==> src/rtl/fdsf_pkg.sv <==
// ----------------------------------------------------------------------------
// Display formatter package
// Types, codes and the glyph table shared by the formatter modules.
// ----------------------------------------------------------------------------
package fdsf_pkg;

  localparam int DEFAULT_NUM_DIGITS = 4;
  localparam int MAX_DIGITS         = 8;
  localparam int OUT_DIGITS         = 4;
  localparam int NUM_W              = 16;
  localparam int DEC_STAGES         = 5;
  localparam int QUEUE_DEPTH        = 8;
  localparam int QUEUE_AW           = $clog2(QUEUE_DEPTH);
  localparam int POINT_IDX          = 7;

  typedef logic [7:0] seg_t;

  typedef enum logic [1:0] {
    REQ_NUMBER,
    REQ_GLYPH,
    REQ_POINT,
    REQ_ERROR
  } req_t;

  typedef enum logic [1:0] {
    RADIX_DEC,
    RADIX_HEX,
    RADIX_OCT,
    RADIX_BIN
  } radix_t;

  typedef enum logic [2:0] {
    FAULT_NONE,
    FAULT_GLYPH,
    FAULT_POSITION,
    FAULT_POINT,
    FAULT_OVERFLOW
  } fault_t;

  localparam logic [4:0] GLYPH_ZERO    = 5'd0;
  localparam logic [4:0] GLYPH_E       = 5'd14;
  localparam logic [4:0] GLYPH_R       = 5'd16;
  localparam logic [7:0] GLYPH_BLANK   = 8'hFF;
  localparam logic [2:0] ERR_SHOW_ZERO = 3'd5;

  typedef struct packed {
    logic [MAX_DIGITS-1:0]       wmask;
    logic [MAX_DIGITS-1:0][7:0]  pat;
    logic [MAX_DIGITS-1:0]       set_mask;
    logic [MAX_DIGITS-1:0]       clr_mask;
    fault_t                      fault;
  } cmd_t;

  function automatic seg_t seg_pattern(input logic [4:0] code);
    seg_t p;
    unique case (code)
      5'd0:    p = 8'h3F;
      5'd1:    p = 8'h06;
      5'd2:    p = 8'h5B;
      5'd3:    p = 8'h4F;
      5'd4:    p = 8'h66;
      5'd5:    p = 8'h6D;
      5'd6:    p = 8'h7D;
      5'd7:    p = 8'h07;
      5'd8:    p = 8'h7F;
      5'd9:    p = 8'h6F;
      5'd10:   p = 8'h77;
      5'd11:   p = 8'h7C;
      5'd12:   p = 8'h58;
      5'd13:   p = 8'h5E;
      5'd14:   p = 8'h79;
      5'd15:   p = 8'h71;
      5'd16:   p = 8'h50;
      default: p = 8'h00;
    endcase
    return p;
  endfunction

endpackage

==> src/rtl/four_digit_seven_segment_formatter.sv <==
// ----------------------------------------------------------------------------
// Four-digit seven-segment formatter
// Keeps a seven-segment display image and updates it from number, glyph,
// decimal point and error commands, reporting the image after each one.
//
//   Channel  Handshake          Carries
//   in       in_valid/in_stall   one display command per transaction
//   out      out_valid/out_stall four digit images and fault code
//
// Sustained rate is one transaction per cycle while out_stall is low; a command
// passes through the input register and the four divide-by-ten stages of the
// digit split, then the queue and the output register.
// Reset clears the pipeline, the queue, the credit count and blanks the image.
// A stalled output holds its register; the pipeline and queue together hold
// up to eight transactions before in_stall rises.
// ----------------------------------------------------------------------------
module four_digit_seven_segment_formatter import fdsf_pkg::*; #(
  parameter int NUM_DIGITS = DEFAULT_NUM_DIGITS
) (
  input  logic        clk,
  input  logic        rst_n,
  input  logic        in_valid,
  output logic        in_stall,
  input  logic [1:0]  in_req_type,
  input  logic [15:0] in_number,
  input  logic [1:0]  in_radix,
  input  logic [2:0]  in_position,
  input  logic [7:0]  in_glyph,
  input  logic [3:0]  in_dot_select,
  input  logic [2:0]  in_shown_error,
  output logic        out_valid,
  input  logic        out_stall,
  output logic [7:0]  out_digit1_segments,
  output logic [7:0]  out_digit2_segments,
  output logic [7:0]  out_digit3_segments,
  output logic [7:0]  out_digit4_segments,
  output logic [2:0]  out_fault_code
);

  logic                       push;
  cmd_t                       push_cmd;
  logic                       pop;
  logic                       q_valid;
  cmd_t                       q_cmd;
  logic [OUT_DIGITS-1:0][7:0] digits;

  fdsf_front #(
    .NUM_DIGITS (NUM_DIGITS)
  ) u_front (
    .clk            (clk),
    .rst_n          (rst_n),
    .in_valid       (in_valid),
    .in_stall       (in_stall),
    .in_req_type    (in_req_type),
    .in_number      (in_number),
    .in_radix       (in_radix),
    .in_position    (in_position),
    .in_glyph       (in_glyph),
    .in_dot_select  (in_dot_select),
    .in_shown_error (in_shown_error),
    .credit_return  (pop),
    .push           (push),
    .push_cmd       (push_cmd)
  );

  fdsf_queue u_queue (
    .clk       (clk),
    .rst_n     (rst_n),
    .push      (push),
    .push_cmd  (push_cmd),
    .pop       (pop),
    .not_empty (q_valid),
    .head_cmd  (q_cmd)
  );

  fdsf_back #(
    .NUM_DIGITS (NUM_DIGITS)
  ) u_back (
    .clk        (clk),
    .rst_n      (rst_n),
    .q_valid    (q_valid),
    .q_cmd      (q_cmd),
    .q_pop      (pop),
    .out_valid  (out_valid),
    .out_stall  (out_stall),
    .out_digits (digits),
    .out_fault  (out_fault_code)
  );

  assign out_digit1_segments = digits[0];
  assign out_digit2_segments = digits[1];
  assign out_digit3_segments = digits[2];
  assign out_digit4_segments = digits[3];

endmodule

==> src/rtl/fdsf_queue.sv <==
// ----------------------------------------------------------------------------
// Command queue
// Short FIFO of decoded display commands between the front and back ends.
// ----------------------------------------------------------------------------
module fdsf_queue import fdsf_pkg::*; (
  input  logic clk,
  input  logic rst_n,
  input  logic push,
  input  cmd_t push_cmd,
  input  logic pop,
  output logic not_empty,
  output cmd_t head_cmd
);

  cmd_t                mem_r [QUEUE_DEPTH];
  logic [QUEUE_AW-1:0] wr_ptr_r;
  logic [QUEUE_AW-1:0] rd_ptr_r;
  logic [QUEUE_AW:0]   count_r;

  assign not_empty = (count_r != '0);
  assign head_cmd  = mem_r[rd_ptr_r];

  always_ff @(posedge clk) begin
    if (!rst_n) begin
      wr_ptr_r <= '0;
      rd_ptr_r <= '0;
      count_r  <= '0;
    end else begin
      if (push) begin
        wr_ptr_r <= wr_ptr_r + 1'b1;
      end
      if (pop) begin
        rd_ptr_r <= rd_ptr_r + 1'b1;
      end
      count_r <= count_r + (QUEUE_AW+1)'(push) - (QUEUE_AW+1)'(pop);
    end
  end

  always_ff @(posedge clk) begin
    if (push) begin
      mem_r[wr_ptr_r] <= push_cmd;
    end
  end

endmodule

==> src/rtl/fdsf_front.sv <==
// ----------------------------------------------------------------------------
// Command front end
// Accepts requests, splits the number into digits over a divide-by-ten
// pipeline and decodes each request into per-digit write and point masks.
// ----------------------------------------------------------------------------
module fdsf_front import fdsf_pkg::*; #(
  parameter int NUM_DIGITS = DEFAULT_NUM_DIGITS
) (
  input  logic        clk,
  input  logic        rst_n,
  input  logic        in_valid,
  output logic        in_stall,
  input  logic [1:0]  in_req_type,
  input  logic [15:0] in_number,
  input  logic [1:0]  in_radix,
  input  logic [2:0]  in_position,
  input  logic [7:0]  in_glyph,
  input  logic [3:0]  in_dot_select,
  input  logic [2:0]  in_shown_error,
  input  logic        credit_return,
  output logic        push,
  output cmd_t        push_cmd
);

  localparam int CNT_W    = $clog2(QUEUE_DEPTH + 1);
  localparam int LAST     = DEC_STAGES - 1;
  localparam int NUM_SPAN = 1 << NUM_W;

  function automatic int pow_cap(input int base, input int n);
    int r;
    r = 1;
    for (int i = 0; i < n; i++) begin
      r = r * base;
      if (r > NUM_SPAN) begin
        r = NUM_SPAN;
      end
    end
    return r;
  endfunction

  localparam logic [NUM_W:0] LIMIT_DEC = (NUM_W+1)'(pow_cap(10, NUM_DIGITS));
  localparam logic [NUM_W:0] LIMIT_HEX = (NUM_W+1)'(pow_cap(16, NUM_DIGITS));
  localparam logic [NUM_W:0] LIMIT_OCT = (NUM_W+1)'(pow_cap(8, NUM_DIGITS));
  localparam logic [NUM_W:0] LIMIT_BIN = (NUM_W+1)'(pow_cap(2, NUM_DIGITS));

  typedef struct packed {
    req_t       req;
    radix_t     radix;
    logic [2:0] position;
    logic [7:0] glyph;
    logic [3:0] dot_select;
    logic [2:0] shown_error;
  } fld_t;

  function automatic logic [NUM_W-1:0] div10(input logic [NUM_W-1:0] x);
    logic [2*NUM_W-1:0] p;
    p = (2*NUM_W)'(x) * (2*NUM_W)'(52429);
    return NUM_W'(p[2*NUM_W-1:19]);
  endfunction

  function automatic cmd_t err_cmd(input logic [2:0] code);
    cmd_t c;
    c = '0;
    for (int a = 0; a < NUM_DIGITS; a++) begin
      if (a == 0) begin
        c.wmask[a] = 1'b1;
        c.pat[a]   = seg_pattern(GLYPH_E);
      end else if (a == 1 || a == 2) begin
        c.wmask[a] = 1'b1;
        c.pat[a]   = seg_pattern(GLYPH_R);
      end
      if (a == NUM_DIGITS - 1) begin
        if (code >= 3'd1 && code <= 3'd4) begin
          c.wmask[a] = 1'b1;
          c.pat[a]   = seg_pattern({2'b00, code});
        end else if (code == ERR_SHOW_ZERO) begin
          c.wmask[a] = 1'b1;
          c.pat[a]   = seg_pattern(GLYPH_ZERO);
        end
      end
    end
    return c;
  endfunction

  logic                  accept;
  logic [CNT_W-1:0]      used_r;
  logic [DEC_STAGES-1:0] vld_r;
  fld_t                  fld_r [DEC_STAGES];
  logic [NUM_W-1:0]      q_r   [DEC_STAGES][DEC_STAGES];

  assign in_stall = (used_r == CNT_W'(QUEUE_DEPTH));
  assign accept   = in_valid && !in_stall;

  always_ff @(posedge clk) begin
    if (!rst_n) begin
      used_r <= '0;
      vld_r  <= '0;
    end else begin
      used_r <= used_r + CNT_W'(accept) - CNT_W'(credit_return);
      vld_r  <= {vld_r[DEC_STAGES-2:0], accept};
    end
  end

  always_ff @(posedge clk) begin
    fld_r[0] <= '{req:         req_t'(in_req_type),
                  radix:       radix_t'(in_radix),
                  position:    in_position,
                  glyph:       in_glyph,
                  dot_select:  in_dot_select,
                  shown_error: in_shown_error};
    for (int k = 0; k < DEC_STAGES; k++) begin
      q_r[0][k] <= (k == 0) ? in_number : '0;
    end
  end

  for (genvar s = 1; s < DEC_STAGES; s++) begin : g_stage
    always_ff @(posedge clk) begin
      fld_r[s] <= fld_r[s-1];
      for (int k = 0; k < DEC_STAGES; k++) begin
        q_r[s][k] <= (k == s) ? div10(q_r[s-1][s-1]) : q_r[s-1][k];
      end
    end
  end

  always_comb begin
    fld_t             f;
    logic [NUM_W-1:0] num;
    logic [3:0]       dd [MAX_DIGITS];
    logic             ovf;
    logic             pos_ok;
    logic [4:0]       sel;
    logic [4:0]       code;
    logic             blank;
    seg_t             gpat;
    cmd_t             c;
    int               k;

    f   = fld_r[LAST];
    num = q_r[LAST][0];
    for (int i = 0; i < DEC_STAGES - 1; i++) begin
      dd[i] = 4'(q_r[LAST][i] - (q_r[LAST][i+1] << 3) - (q_r[LAST][i+1] << 1));
    end
    dd[DEC_STAGES-1] = 4'(q_r[LAST][DEC_STAGES-1]);
    for (int i = DEC_STAGES; i < MAX_DIGITS; i++) begin
      dd[i] = '0;
    end

    unique case (f.radix)
      RADIX_DEC: ovf = {1'b0, num} >= LIMIT_DEC;
      RADIX_HEX: ovf = {1'b0, num} >= LIMIT_HEX;
      RADIX_OCT: ovf = {1'b0, num} >= LIMIT_OCT;
      RADIX_BIN: ovf = {1'b0, num} >= LIMIT_BIN;
    endcase

    pos_ok = (f.position != 3'd0) && ({1'b0, f.position} <= 4'(NUM_DIGITS));
    sel    = {1'b0, f.dot_select};
    gpat   = (f.glyph == GLYPH_BLANK) ? 8'h00 : seg_pattern(f.glyph[4:0]);
    c      = '0;
    k      = 0;
    code   = '0;
    blank  = 1'b0;

    unique case (f.req)
      REQ_NUMBER: begin
        if (ovf) begin
          c       = err_cmd(3'(FAULT_OVERFLOW));
          c.fault = FAULT_OVERFLOW;
        end else begin
          for (int a = 0; a < NUM_DIGITS; a++) begin
            k = NUM_DIGITS - 1 - a;
            unique case (f.radix)
              RADIX_DEC: begin
                code  = {1'b0, dd[k]};
                blank = 1'b0;
              end
              RADIX_HEX: begin
                code  = 5'((32'(num) >> (4 * k)) & 32'hF);
                blank = (k > 0) && ((32'(num) >> (4 * k)) == 32'd0);
              end
              RADIX_OCT: begin
                code  = 5'((32'(num) >> (3 * k)) & 32'h7);
                blank = (k > 0) && ((32'(num) >> (3 * k)) == 32'd0);
              end
              RADIX_BIN: begin
                code  = 5'((32'(num) >> k) & 32'h1);
                blank = 1'b0;
              end
            endcase
            c.wmask[a] = 1'b1;
            c.pat[a]   = blank ? 8'h00 : seg_pattern(code);
          end
        end
      end
      REQ_GLYPH: begin
        priority if (!pos_ok) begin
          c       = err_cmd(3'(FAULT_POSITION));
          c.fault = FAULT_POSITION;
        end else if (f.glyph <= {3'b000, GLYPH_R} || f.glyph == GLYPH_BLANK) begin
          for (int a = 0; a < NUM_DIGITS; a++) begin
            if ({1'b0, f.position} == 4'(a + 1)) begin
              c.wmask[a] = 1'b1;
              c.pat[a]   = gpat;
            end
          end
        end else begin
          c       = err_cmd(3'(FAULT_GLYPH));
          c.fault = FAULT_GLYPH;
        end
      end
      REQ_POINT: begin
        if (sel == 5'd0 || sel > 5'(2 * NUM_DIGITS)) begin
          c       = err_cmd(3'(FAULT_POINT));
          c.fault = FAULT_POINT;
        end else begin
          for (int a = 0; a < NUM_DIGITS; a++) begin
            c.set_mask[a] = (sel == 5'(a + 1));
            c.clr_mask[a] = (sel == 5'(a + 1 + NUM_DIGITS));
          end
        end
      end
      REQ_ERROR: begin
        c = err_cmd(f.shown_error);
      end
    endcase

    push_cmd = c;
  end

  assign push = vld_r[LAST];

endmodule

==> src/rtl/fdsf_back.sv <==
// ----------------------------------------------------------------------------
// Display back end
// Applies decoded commands to the display image and holds the result
// in an output register until it is taken.
// ----------------------------------------------------------------------------
module fdsf_back import fdsf_pkg::*; #(
  parameter int NUM_DIGITS = DEFAULT_NUM_DIGITS
) (
  input  logic                       clk,
  input  logic                       rst_n,
  input  logic                       q_valid,
  input  cmd_t                       q_cmd,
  output logic                       q_pop,
  output logic                       out_valid,
  input  logic                       out_stall,
  output logic [OUT_DIGITS-1:0][7:0] out_digits,
  output logic [2:0]                 out_fault
);

  seg_t       image_r   [NUM_DIGITS];
  seg_t       image_nxt [MAX_DIGITS];
  logic       out_valid_r;
  logic [OUT_DIGITS-1:0][7:0] digits_r;
  logic [2:0] fault_r;

  assign q_pop = q_valid && (!out_valid_r || !out_stall);

  always_comb begin
    seg_t p;
    for (int a = 0; a < MAX_DIGITS; a++) begin
      image_nxt[a] = '0;
    end
    for (int a = 0; a < NUM_DIGITS; a++) begin
      p            = q_cmd.wmask[a] ? q_cmd.pat[a] : image_r[a];
      p[POINT_IDX] = (p[POINT_IDX] | q_cmd.set_mask[a]) & ~q_cmd.clr_mask[a];
      image_nxt[a] = p;
    end
  end

  always_ff @(posedge clk) begin
    if (!rst_n) begin
      out_valid_r <= 1'b0;
      for (int a = 0; a < NUM_DIGITS; a++) begin
        image_r[a] <= '0;
      end
    end else if (q_pop) begin
      out_valid_r <= 1'b1;
      for (int a = 0; a < NUM_DIGITS; a++) begin
        image_r[a] <= image_nxt[a];
      end
    end else if (!out_stall) begin
      out_valid_r <= 1'b0;
    end
  end

  always_ff @(posedge clk) begin
    if (q_pop) begin
      for (int j = 0; j < OUT_DIGITS; j++) begin
        digits_r[j] <= image_nxt[j];
      end
      fault_r <= 3'(q_cmd.fault);
    end
  end

  assign out_valid  = out_valid_r;
  assign out_digits = digits_r;
  assign out_fault  = fault_r;

endmodule

==> config.mk <==
export PLATFORM = sky130hd
export DESIGN_NAME = four_digit_seven_segment_formatter
export DESIGN_NICKNAME = d
export VERILOG_FILES = /design/src/rtl/fdsf_pkg.sv /design/src/rtl/four_digit_seven_segment_formatter.sv /design/src/rtl/fdsf_queue.sv /design/src/rtl/fdsf_front.sv /design/src/rtl/fdsf_back.sv
export SDC_FILE = /design/constraint.sdc
export NUM_CORES = 2
export LEC_CHECK = 0
export BUFFER_PORTS_ARGS = -buffer_cell sky130_fd_sc_hd__buf_2
export CAP_MARGIN = 20
export CORE_MARGIN = 5
export CORE_UTILIZATION = 35
export DETAILED_ROUTE_END_ITERATION = 16
export PLACE_DENSITY_LB_ADDON = 0.15
export RECOVER_POWER = 50
export SLEW_MARGIN = 20
export SYNTH_ARGS = -nofsm -noshare
export SYNTH_HDL_FRONTEND = slang
export SYNTH_SLANG_ARGS = --single-unit
==> constraint.sdc <==
create_clock -name clk -period 6.4 [get_ports clk]
set_input_delay 1.28 -clock clk [delete_from_list [all_inputs] [get_ports clk]]
set_output_delay 1.28 -clock clk [all_outputs]
set_load 0.01 [all_outputs]
==> tab_implementation.tex <==
\begin{tabular}{lr}
\hline
Metric & Value \\
\hline
\multicolumn{2}{l}{\textbf{Timing}} \\
\quad Max Clk Rate & 168.0 MHz \\
\quad Final count of pins violating max slew & 351 \\
\quad Unrepaired setup endpoints after global routing & no \\
\quad Final worst-path cycle share & 93.02\% \\
\quad Final count of hold timing violations & 0 \\
\quad Final-layout worst hold slack & 0.3086 ns \\
\quad Clock skew & 0.03482 ns \\
\quad Final critical-path required period & 5.953 ns \\
\quad Worst slew margin relative to its limit & -132.5\% \\
\quad Total negative slack for setup checks & 0 ns \\
\quad Setup Viol. Count Final & 0 \\
\quad Least-Margin Pin Slew & 3.487 ns \\
\multicolumn{2}{l}{\textbf{Final layout}} \\
\quad Area grow syn2layout & 12.44\% \\
\quad Proportion of layout cells with a drive suffix above 1 & 10.44\% \\
\quad Number of fill cells & 10,474 \\
\quad Final \#Nets & 3,942 \\
\quad Post-Layout Inst Area & 43,870 um2 \\
\quad Number of diodes & 0 \\
\multicolumn{2}{l}{\textbf{Logic synthesis}} \\
\quad Synth Area in Compound Gates & 5.256\% \\
\quad Count of warnings emitted by yosys & 0 \\
\quad FF+latch count, synth & 690 \\
\quad Async SR Flop Fraction & 0\% \\
\quad Post-synthesis xor/xnor area fraction & 1.818\% \\
\quad Arithmetic-cell share of the synthesized area counting full adders, half adders and majority gates & 29.79\% \\
\quad Post-synthesis net count & 3,812 \\
\quad Cell area after synthesis & 39,010 um2 \\
\quad Post-Synth Simple-Gate Area & 4.827\% \\
\quad Sequential-to-total area share from yosys stat & 45.95\% \\
\quad Combinational family with the most area after synthesis & adder cells \\
\quad Mux cell area share after synthesis & 6.529\% \\
\quad Gate Count Post-Synth & 2,994 \\
\quad Average cell area after synthesis & 13.03 um2 \\
\quad Number of enable-type register cells in the synthesized netlist & 411 \\
\quad Post-synth top flop & sky130\_fd\_sc\_hd\_\_edfxtp\_1 \\
\quad Number of distinct library cells after synthesis & 72 \\
\multicolumn{2}{l}{\textbf{Drt}} \\
\quad DRT Pass-1 Iters & 5 \\
\quad Wire length reported by the detailed router & 84,010 um \\
\quad DRC & 0 \\
\quad First-iteration detailed-routing DRC count & 993 \\
\quad Routed via count & 21,947 \\
\quad Antenna-violating nets left & 0 \\
\quad Wire per inst & 17.96 um \\
\quad Via-to-Cell Ratio & 4.693 \\
\multicolumn{2}{l}{\textbf{Clock tree}} \\
\quad Cell at the root of the clock tree & sky130\_fd\_sc\_hd\_\_clkbuf\_16 \\
\quad Clk slew on worst S/H paths & 0.06 ns \\
\quad CTS HTree Levels & 3 \\
\quad Total of cells resized after clock tree synthesis & 0 \\
\quad Max Root-Sink Buffers & 3 \\
\quad Total CTS buffers & 79 \\
\quad Clk sink count & 690 \\
\quad CTS tree & done \\
\quad Clock network latency to the later pin of the worst-skew pair & 0.64 ns \\
\quad Post-CTS Setup Repair Bufs & 0 \\
\quad Number of buffers inserted for hold repair after clock tree synthesis & 0 \\
\multicolumn{2}{l}{\textbf{Floorplanning}} \\
\quad Die Outline Area & 118,300 um2 \\
\quad Height of the chip & 343.9 um \\
\quad Initial standard-cell utilization of the core & 35.25\% \\
\quad Width of the die & 343.9 um \\
\quad Core area & 110,700 um2 \\
\quad Ports placed on the boundary & 79 \\
\quad Number of rows created at floorplan & 122 \\
\multicolumn{2}{l}{\textbf{Setup path}} \\
\quad Type of destination of the critical path & register \\
\quad Worst endpoint data arrival time & 6.51 ns \\
\quad Origin of the critical flop-to-flop path & u\_front.q\_r[0][78] \\
\quad Crit Path Class & reg2reg \\
\quad Depth of the worst register-to-register path & 19 \\
\quad End of the worst register-to-register path & u\_front.q\_r[1][60] \\
\quad Kind of launch point of the worst setup path & register \\
\quad Data required time at the worst endpoint & 6.96 ns \\
\quad Crit-path max FO & 7 \\
\quad Internal reg-to-reg setup slack & 0.45 ns \\
\multicolumn{2}{l}{\textbf{GRT}} \\
\quad Number of global-route vias before repair & 24,155 \\
\quad Maximum number of pins on one net before global-route repair & 47 \\
\quad Initial antenna violation count & 3 \\
\quad Overall overflow remaining after global route & 0 \\
\quad GRT Resource Usage Total & 14.55\% \\
\quad Wire length of the first global-routing pass & 134,800 um \\
\multicolumn{2}{l}{\textbf{Status}} \\
\quad Result of the run & finished with violations \\
\quad Failing checks & max-capacitance violations, max-slew violations \\
\multicolumn{2}{l}{\textbf{Min path}} \\
\quad Instance count along the most critical hold path & 0 \\
\quad Class of the tightest hold or removal check & reg2reg \\
\quad Launch point of the worst hold path & u\_front.fld\_r[2][6] \\
\quad Min-Delay Endpoint & u\_front.fld\_r[3][6] \\
\multicolumn{2}{l}{\textbf{Placed design}} \\
\quad Number of buffers inserted by port buffering & 78 \\
\quad Placement Cell Area & 41,290 um2 \\
\quad Gpl congestion & 0.8820 \\
\quad Sum of net half-perimeters after detailed placement & 62,440 um \\
\multicolumn{2}{l}{\textbf{Run}} \\
\quad Max cap viols & 8 \\
\hline
\end{tabular}
==> per-layer routing <==
| layer | up-vias | wire length (um) | GRT usage [%] |
|---|---|---|---|
| met5 | - | 0 | 0 |
| met1 | 10931 | 38440 | 19.33 |
| met3 | 129 | 2422 | 2.104 |
| met2 | 305 | 41310 | 25.25 |
| met4 | 0 | 1841 | 3.467 |
| li1 | 10582 | - | - |
==> worst max-delay path, cell delays in order, from the launching register on <==
cell and delay (ns):
sky130_fd_sc_hd__dfxtp_1 0.51, sky130_fd_sc_hd__inv_1 0.14, sky130_fd_sc_hd__ha_1 0.35, sky130_fd_sc_hd__inv_1 0.08
sky130_fd_sc_hd__ha_1 0.29, sky130_fd_sc_hd__fa_1 0.50, sky130_fd_sc_hd__fa_1 0.51, sky130_fd_sc_hd__fa_1 0.50
sky130_fd_sc_hd__inv_1 0.05, sky130_fd_sc_hd__fa_1 0.47, sky130_fd_sc_hd__inv_1 0.04, sky130_fd_sc_hd__ha_1 0.29
sky130_fd_sc_hd__a21o_1 0.16, sky130_fd_sc_hd__a21o_1 0.17, sky130_fd_sc_hd__a311oi_1 0.69, sky130_fd_sc_hd__a21oi_1 0.17
sky130_fd_sc_hd__or3_1 0.41, sky130_fd_sc_hd__a31o_2 0.26, sky130_fd_sc_hd__a21oi_1 0.17, sky130_fd_sc_hd__xnor2_1 0.13
==> stage by stage <==
stage          instances  setup slack [ns]  utilization, %
6_report            4677            0.4470           39.64
5_1_grt             4677           0.08509           39.64
4_1_cts             4677            0.4375           39.68
3_5_place_dp        4531            0.4403           37.31
3_3_place_gp        4531            0.4968           37.31
2_1_floorplan       2994             1.242               -
==> worst max path at each step <==
stage / startpoint / endpoint / slack, ns / depth (start not counted)
floorplan: u_front.q_r[0][78] / u_front.q_r[1][60] / 1.24 / 19
finish: u_front.q_r[0][78] / u_front.q_r[1][60] / 0.45 / 19
detailed placement: u_front.q_r[0][78] / u_front.q_r[1][60] / 0.44 / 19
CTS: u_front.q_r[0][78] / u_front.q_r[1][60] / 0.44 / 19
global placement: u_front.q_r[0][78] / u_front.q_r[1][60] / 0.50 / 19
global route: u_front.q_r[0][78] / u_front.q_r[1][60] / 0.09 / 19
==> cell usage after synthesis, types with 4 or more instances <==
| cell | n | area share, % |
|---|---|---|
| sky130_fd_sc_hd__mux2i_1 | 43 | 1.1 |
| sky130_fd_sc_hd__o211ai_1 | 8 | 0.15 |
| sky130_fd_sc_hd__nor2_1 | 94 | 0.90 |
| sky130_fd_sc_hd__or3_1 | 9 | 0.14 |
| sky130_fd_sc_hd__a21oi_1 | 81 | 1.0 |
| sky130_fd_sc_hd__a21boi_0 | 12 | 0.23 |
| sky130_fd_sc_hd__xnor2_1 | 52 | 1.2 |
| sky130_fd_sc_hd__nor2b_1 | 42 | 0.67 |
| sky130_fd_sc_hd__o21ai_0 | 103 | 1.3 |
| sky130_fd_sc_hd__ha_1 | 521 | 17 |
| sky130_fd_sc_hd__dfxtp_1 | 279 | 14 |
| sky130_fd_sc_hd__edfxtp_1 | 411 | 32 |
| sky130_fd_sc_hd__o21a_1 | 12 | 0.23 |
| sky130_fd_sc_hd__nand2b_1 | 19 | 0.30 |
| sky130_fd_sc_hd__fa_1 | 255 | 13 |
| sky130_fd_sc_hd__nor3_1 | 21 | 0.27 |
| sky130_fd_sc_hd__and2_1 | 22 | 0.35 |
| sky130_fd_sc_hd__a311o_1 | 5 | 0.13 |
| sky130_fd_sc_hd__inv_1 | 543 | 5.2 |
| sky130_fd_sc_hd__and3_1 | 9 | 0.14 |
| sky130_fd_sc_hd__a21o_1 | 13 | 0.25 |
| sky130_fd_sc_hd__o21bai_1 | 6 | 0.12 |
| sky130_fd_sc_hd__mux2_2 | 6 | 0.17 |
| sky130_fd_sc_hd__mux4_2 | 91 | 5.3 |
| sky130_fd_sc_hd__buf_1 | 8 | 0.077 |
| sky130_fd_sc_hd__a211o_1 | 4 | 0.090 |
| sky130_fd_sc_hd__or2_2 | 4 | 0.064 |
| sky130_fd_sc_hd__a31o_2 | 4 | 0.090 |
| sky130_fd_sc_hd__o22ai_1 | 8 | 0.13 |
| sky130_fd_sc_hd__buf_2 | 14 | 0.18 |
| sky130_fd_sc_hd__a211oi_1 | 22 | 0.42 |
| sky130_fd_sc_hd__nor3b_1 | 5 | 0.096 |
| sky130_fd_sc_hd__xor2_1 | 29 | 0.65 |
| sky130_fd_sc_hd__nand2_1 | 117 | 1.1 |
| sky130_fd_sc_hd__clkbuf_1 | 29 | 0.28 |
| sky130_fd_sc_hd__nand4_1 | 6 | 0.096 |
| sky130_fd_sc_hd__o21ai_1 | 4 | 0.051 |
| sky130_fd_sc_hd__a31oi_1 | 7 | 0.11 |
| sky130_fd_sc_hd__nand3_1 | 22 | 0.28 |
| sky130_fd_sc_hd__a22oi_1 | 4 | 0.077 |
==> cell type report <==
class | count | area [um2] | share of cell area [%]
Clock inverter | 38 | 392.9 | 0.8956
Tap cell | 1488 | 1862 | 4.244
Sequential cell | 690 | 17940 | 40.89
Timing Repair Buffer | 102 | 518.0 | 1.181
Multi-Input combinational cell | 1707 | 18890 | 43.05
Inverter | 544 | 2042 | 4.655
Clock buffer | 108 | 2231 | 5.085
==> flip-flops by register name (all words and copies together), names as in the netlist, named ones only <==
name,count
u_front.used_r,4
u_queue.rd_ptr_r,3
u_queue.wr_ptr_r,3
u_back.out_valid,1
u_queue.mem_r,344
u_front.fld_r,110
u_back.image_r,32
u_back.out_fault,3
u_queue.count_r,4
u_back.out_digits,32
u_front.vld_r,5
u_front.q_r,146
==> cell usage in the layout, fill, tap and decap left out, types with 29 or more instances in the layout <==
cell type                   count
sky130_fd_sc_hd__a21oi_1       80
sky130_fd_sc_hd__buf_2         69
sky130_fd_sc_hd__clkbuf_1      35
sky130_fd_sc_hd__clkbuf_16     80
sky130_fd_sc_hd__dfxtp_1      276
sky130_fd_sc_hd__edfxtp_1     411
sky130_fd_sc_hd__fa_1         255
sky130_fd_sc_hd__ha_1         521
sky130_fd_sc_hd__inv_1        543
sky130_fd_sc_hd__mux2i_1       42
sky130_fd_sc_hd__mux4_2        91
sky130_fd_sc_hd__nand2_1      116
sky130_fd_sc_hd__nor2_1        88
sky130_fd_sc_hd__nor2b_1       42
sky130_fd_sc_hd__o21ai_0       98
sky130_fd_sc_hd__xnor2_1       52
sky130_fd_sc_hd__xor2_1        29
==> kinds of logic after synthesis <==
| kind of cell | after synthesis |
|---|---|
| AO/OA/AOI/OAI | 323 |
| XOR/XNOR | 81 |
| adder cells (fa/ha/maj) | 776 |
| buffers and inverters | 597 |
| flip-flops | 690 |
| multiplexers | 140 |
| AND/OR/NAND/NOR | 387 |
Power is not shown: default switching activity piles up to over one toggle a cycle in this logic, so the estimate is an artifact.
